<file path="config.mk">
export PLATFORM = sky130hd
export DESIGN_NAME = nnsb_div
export DESIGN_NICKNAME = d
export VERILOG_FILES = /design/src/nnsb_pkg.sv /design/src/nnsb_div.sv
export SDC_FILE = /design/constraint.sdc
export NUM_CORES = 1
export LEC_CHECK = 0
export BUFFER_PORTS_ARGS = -buffer_cell sky130_fd_sc_hd__buf_2
export CAP_MARGIN = 10
export CORE_ASPECT_RATIO = 2
export CORE_UTILIZATION = 45
export CTS_BUF_LIST = sky130_fd_sc_hd__clkbuf_16
export CTS_CLUSTER_SIZE = 25
export DETAILED_ROUTE_END_ITERATION = 8
export PLACE_DENSITY = 0.65
export SLEW_MARGIN = 20
export SYNTH_ARGS = -nofsm -noshare
export SYNTH_HDL_FRONTEND = slang
export SYNTH_SLANG_ARGS = --single-unit
</file>
<file path="constraint.sdc">
create_clock -name aclk -period 2.85 [get_ports aclk]
set_clock_uncertainty 0.2 [all_clocks]
set_input_delay 0.285 -clock aclk [delete_from_list [all_inputs] [get_ports aclk]]
set_output_delay 0.285 -clock aclk [all_outputs]
set_load 0.01 [all_outputs]
</file>
<file path="src/nnsb_pkg.sv">
// ----------------------------------------------------------------------------
// nnsb_pkg
// Shared constants, register indexes and the divider interface type.
// ----------------------------------------------------------------------------
package nnsb_pkg;

    localparam int SRC_PIXELS = 16384;
    localparam int MAX_DIM    = 2048;
    localparam int IDX_W      = $clog2(SRC_PIXELS);
    localparam int DIM_W      = $clog2(MAX_DIM) + 1;
    localparam int COORD_W    = $clog2(MAX_DIM);
    localparam int PROD_W     = COORD_W + DIM_W;
    localparam int COLOR_W    = 32;
    localparam int PITCH_W    = 14;
    localparam int OFFS_W     = 25;
    localparam int BYTES_PER_PIXEL = COLOR_W / 8;

    localparam logic [3:0] REG_SRC_WIDTH  = 4'd0;
    localparam logic [3:0] REG_SRC_HEIGHT = 4'd1;
    localparam logic [3:0] REG_DST_WIDTH  = 4'd2;
    localparam logic [3:0] REG_DST_HEIGHT = 4'd3;
    localparam logic [3:0] REG_DST_X      = 4'd4;
    localparam logic [3:0] REG_DST_Y      = 4'd5;
    localparam logic [3:0] REG_KEY_COLOR  = 4'd6;
    localparam logic [3:0] REG_LINE_PITCH = 4'd7;

    localparam logic CMD_LOAD = 1'b0;
    localparam logic CMD_DRAW = 1'b1;

    typedef struct packed {
        logic start;
        logic busy;
        logic done;
    } div_ctl_t;

endpackage

</file>
<file path="src/nnsb_div.sv">
// ----------------------------------------------------------------------------
// nnsb_div
// Radix-2 restoring divider, one quotient bit per cycle.
// ----------------------------------------------------------------------------
module nnsb_div (
    input  logic                                aclk,
    input  logic                                aresetn,
    input  logic                                start,
    input  logic [nnsb_pkg::PROD_W-1:0]         dividend,
    input  logic [nnsb_pkg::DIM_W-1:0]          divisor,
    output logic                                busy,
    output logic                                done,
    output logic [nnsb_pkg::PROD_W-1:0]         quotient
);

    localparam int CNT_W = $clog2(nnsb_pkg::PROD_W + 1);

    logic [nnsb_pkg::PROD_W-1:0] q_reg;
    logic [nnsb_pkg::DIM_W:0]    rem_reg;
    logic [nnsb_pkg::DIM_W-1:0]  dv_reg;
    logic [CNT_W-1:0]            cnt_reg;
    logic                        busy_reg;
    logic                        done_reg;
    logic [nnsb_pkg::DIM_W:0]    trial;
    logic [nnsb_pkg::DIM_W+1:0]  diff;

    always_comb begin
        trial = {rem_reg[nnsb_pkg::DIM_W-1:0], q_reg[nnsb_pkg::PROD_W-1]};
        diff  = {1'b0, trial} - {2'b00, dv_reg};
    end

    always_ff @(posedge aclk) begin
        if (!aresetn) begin
            busy_reg <= 1'b0;
            done_reg <= 1'b0;
            cnt_reg  <= '0;
        end else begin
            done_reg <= 1'b0;
            if (start) begin
                busy_reg <= 1'b1;
                cnt_reg  <= CNT_W'(nnsb_pkg::PROD_W);
            end else if (busy_reg) begin
                cnt_reg <= cnt_reg - 1'b1;
                if (cnt_reg == CNT_W'(1)) begin
                    busy_reg <= 1'b0;
                    done_reg <= 1'b1;
                end
            end
        end
    end

    always_ff @(posedge aclk) begin
        if (start) begin
            q_reg   <= dividend;
            rem_reg <= '0;
            dv_reg  <= divisor;
        end else if (busy_reg) begin
            if (!diff[nnsb_pkg::DIM_W+1]) begin
                rem_reg <= diff[nnsb_pkg::DIM_W:0];
                q_reg   <= {q_reg[nnsb_pkg::PROD_W-2:0], 1'b1};
            end else begin
                rem_reg <= trial;
                q_reg   <= {q_reg[nnsb_pkg::PROD_W-2:0], 1'b0};
            end
        end
    end

    assign busy     = busy_reg;
    assign done     = done_reg;
    assign quotient = q_reg;

endmodule
</file>
==> flow_metrics.tcl <==
set metrics [dict create \
    synth_ff_type "edfxtp_1" \
    die_h_um 111 \
    violations "design-rule violations" \
    ys_ff_latch 54 \
    crit_fanout 3 \
    critical_path_class "reg2reg" \
    largest_reg_flops 23 \
    clkTransAtPathRegs_ps 70 \
    die_x_um 56.7 \
    syn_nets 289 \
    clock_path_buffers 2 \
    final_util_pct 58.1 \
    postRouteAntennaNets 0 \
    grt.total_usage_pct 19.6 \
    status "finished with violations" \
    routedWlPerCell_um 15.3 \
    postSynthAreaPerCell_sq_um 11.4 \
    powerDensity_nw_per_um2 550 \
    rows 39 \
    whs_ps 87.7 \
    r2r_cells 10 \
    p_int_mw 1.38 \
    period_needed_ps 2550 \
    netlist_instances 236 \
    place.gp.congestion 0.838 \
    setup_viol 0 \
    r2r_start "quotient[22]$_DFFE_PP_" \
    rsz0062_at_grt "no" \
    p_sw_mw 0.466 \
    clock_power_share_pct 31.9 \
    antenna_found_initial 0 \
    vias 2053 \
    syn_area_sq_um 2690 \
    dieArea_sq_um 6310 \
    p_leak_nw 1.49 \
    grt_first_pass_wirelength_mm 9.29 \
    crit_arrival_ps 2530 \
    ys_warn_count 0 \
    cts_tree "yes" \
    synth_edf_count 35 \
    post_cts_resize_count 0 \
    cp-startpoint "quotient[22]$_DFFE_PP_" \
    power_frac_comb_pct 17.0 \
    hp-start "dividend[17]" \
    ctsRootBufferMaster "clkbuf_16" \
    fillCellCount 522 \
    grt_start_max_net_pins 31 \
    cts_sinks 54 \
    seqPwrFrac_pct 51.0 \
    ir_worst_vdd_v 0.000409 \
    synthArstFlopShare_pct 0 \
    n_antenna_cell 0 \
    drc 2 \
    required_ps 2820 \
    io_pins 63 \
    grt-ovfl-total 0 \
    final_nets 369 \
    yosysSeqAreaShare_pct 53.2 \
    tns_ps 0 \
    vias_per_cell 5.43 \
    relSlewSlack_pct 72.5 \
    cts_buffers 5 \
    start_util_pct 46.7 \
    areaGrowthSynthToFinish_pct 24.5 \
    hpwl_mm 4.16 \
    p_sw_share_pct 25.3 \
    grt_pass1_vias 2084 \
    slew_viol_final 0 \
    ys_types 37 \
    holdPathStages 2 \
    wl_mm 5.78 \
    end_kind "flip-flop" \
    timing.fmax_mhz 392 \
    core_sq_um 5760 \
    drv_cap 0 \
    post-cts-setup-buffer-count 0 \
    portBuffers 62 \
    drive_gt1_share_pct 31.9 \
    dr.pass1.iters 6 \
    htree_levels 2 \
    worst_pin_slew_ps 411 \
    drt_iter0_markers 71 \
    worstSetupStartpointType "flip-flop" \
    min_path_type "in2reg" \
    final.period_utilization_pct 89.5 \
    clock_latency_ps 290 \
    timing.final.hold_violations 0 \
]
## logic make-up (layout without fill, tap and decap cells)
family / after synthesis / in the layout / share of synthesized area, %
simple gates: 55 / 55 / 8.88
flops: 54 / 54 / 53.2
compound gates: 46 / 46 / 11.8
buf+inv: 28 / 109 / 4.23
mux: 26 / 26 / 10.7
fa+ha+maj: 15 / 15 / 7.26
xor+xnor: 12 / 12 / 3.91
## cells in the final DEF, fill, tap and decap left out, drive strengths merged, types with 12 or more instances in the layout
| cell type | instances |
|---|---|
| buf | 69 |
| edfxtp | 35 |
| nor2 | 23 |
| mux2 | 22 |
| inv | 21 |
| dfxtp | 19 |
| nand2 | 17 |
| a21oi | 15 |
| ha | 14 |
| dlygate4sd3 | 12 |
## power groups by stage
| stage | clock network, mW | logic, mW | registers, mW |
|---|---|---|---|
| finish | 0.588 | 0.313 | 0.940 |
| global placement | 0 | 0.297 | 0.955 |
| detailed placement | 0 | 0.302 | 0.956 |
| CTS | 0.602 | 0.315 | 0.941 |
| global route | 0.625 | 0.347 | 0.947 |
| floorplan | 0 | 0.175 | 0.971 |
## routing by layer
metal / wire length (um) / GRT usage, % / vias to the layer above
met2: 3270 / 37.4 / 56
met3: 213 / 3.02 / 13
met5: 0 / 0 / -
li1: - / - / 1014
met1: 2090 / 19.2 / 970
met4: 206 / 11.2 / 0
## critical path, cell delays in order, from the launching register on
cell      delay (ps)
edfxtp_1         400
inv_1             70
ha_1             150
inv_1             50
fa_1             420
a211oi_1         320
o211ai_1         170
a31o_2           250
a21oi_1          170
xor2_1           160
o31ai_1           70
## through the flow
step | instances | total power, mW | setup slack (ps) | instance area [sq um]
2_1_floorplan | 236 | 1.15 | 411 | 2690
3_3_place_gp | 358 | 1.25 | 366 | 3090
3_5_place_dp | 358 | 1.26 | 340 | 3090
4_1_cts | 378 | 1.86 | 324 | 3350
5_1_grt | 378 | 1.92 | 28.3 | 3350
6_report | 378 | 1.84 | 299 | 3350
## cell usage after synthesis, types with 2 or more instances
cell / n / area (sq um)
edfxtp_1: 35 / 1050
nor2_1: 23 / 86.3
mux2_2: 22 / 248
inv_1: 20 / 75.1
dfxtp_1: 19 / 380
nand2_1: 17 / 63.8
a21oi_1: 14 / 70.1
ha_1: 14 / 175
xor2_1: 7 / 61.3
xnor2_1: 5 / 43.8
clkbuf_1: 4 / 15.0
mux2i_1: 4 / 40.0
nand2b_1: 4 / 25.0
nand3_1: 4 / 20.0
o21ai_0: 4 / 20.0
o21bai_1: 4 / 30.0
o31ai_1: 4 / 30.0
a311oi_1: 3 / 26.3
nor3_1: 3 / 15.0
o311ai_0: 3 / 26.3
a211oi_1: 2 / 15.0
a21o_1: 2 / 15.0
a32oi_1: 2 / 17.5
buf_1: 2 / 7.51
nor4_1: 2 / 12.5
o211ai_1: 2 / 15.0
## worst paths after layout
path	slack, ps	to
worst max-delay path	300	rem_reg[10]$_SDFFE_PP0P_
worst min-delay path	90	quotient[17]$_DFFE_PP_
worst max register to register	300	rem_reg[10]$_SDFFE_PP0P_
worst min register to register	300	rem_reg[2]$_SDFFE_PP0P_
## cell type report
class                           count  area [sq um]  share of cell area (%)
Timing Repair Buffer               81           483                    14.4
Clock buffer                        5           125                    3.74
Clock inverter                      3          12.5                   0.374
Sequential cell                    54          1430                    42.8
Multi-Input combinational cell    154          1140                    34.2
Inverter                           20          75.1                    2.24
Tap cell                           61          76.3                    2.28
## what timing repair did
action,CTS,global route
hold endpoints to repair,12,0
hold buffers,12,0
endpoints found under the setup margin,0,0
Note: power is estimated with default switching activity, not from simulation.
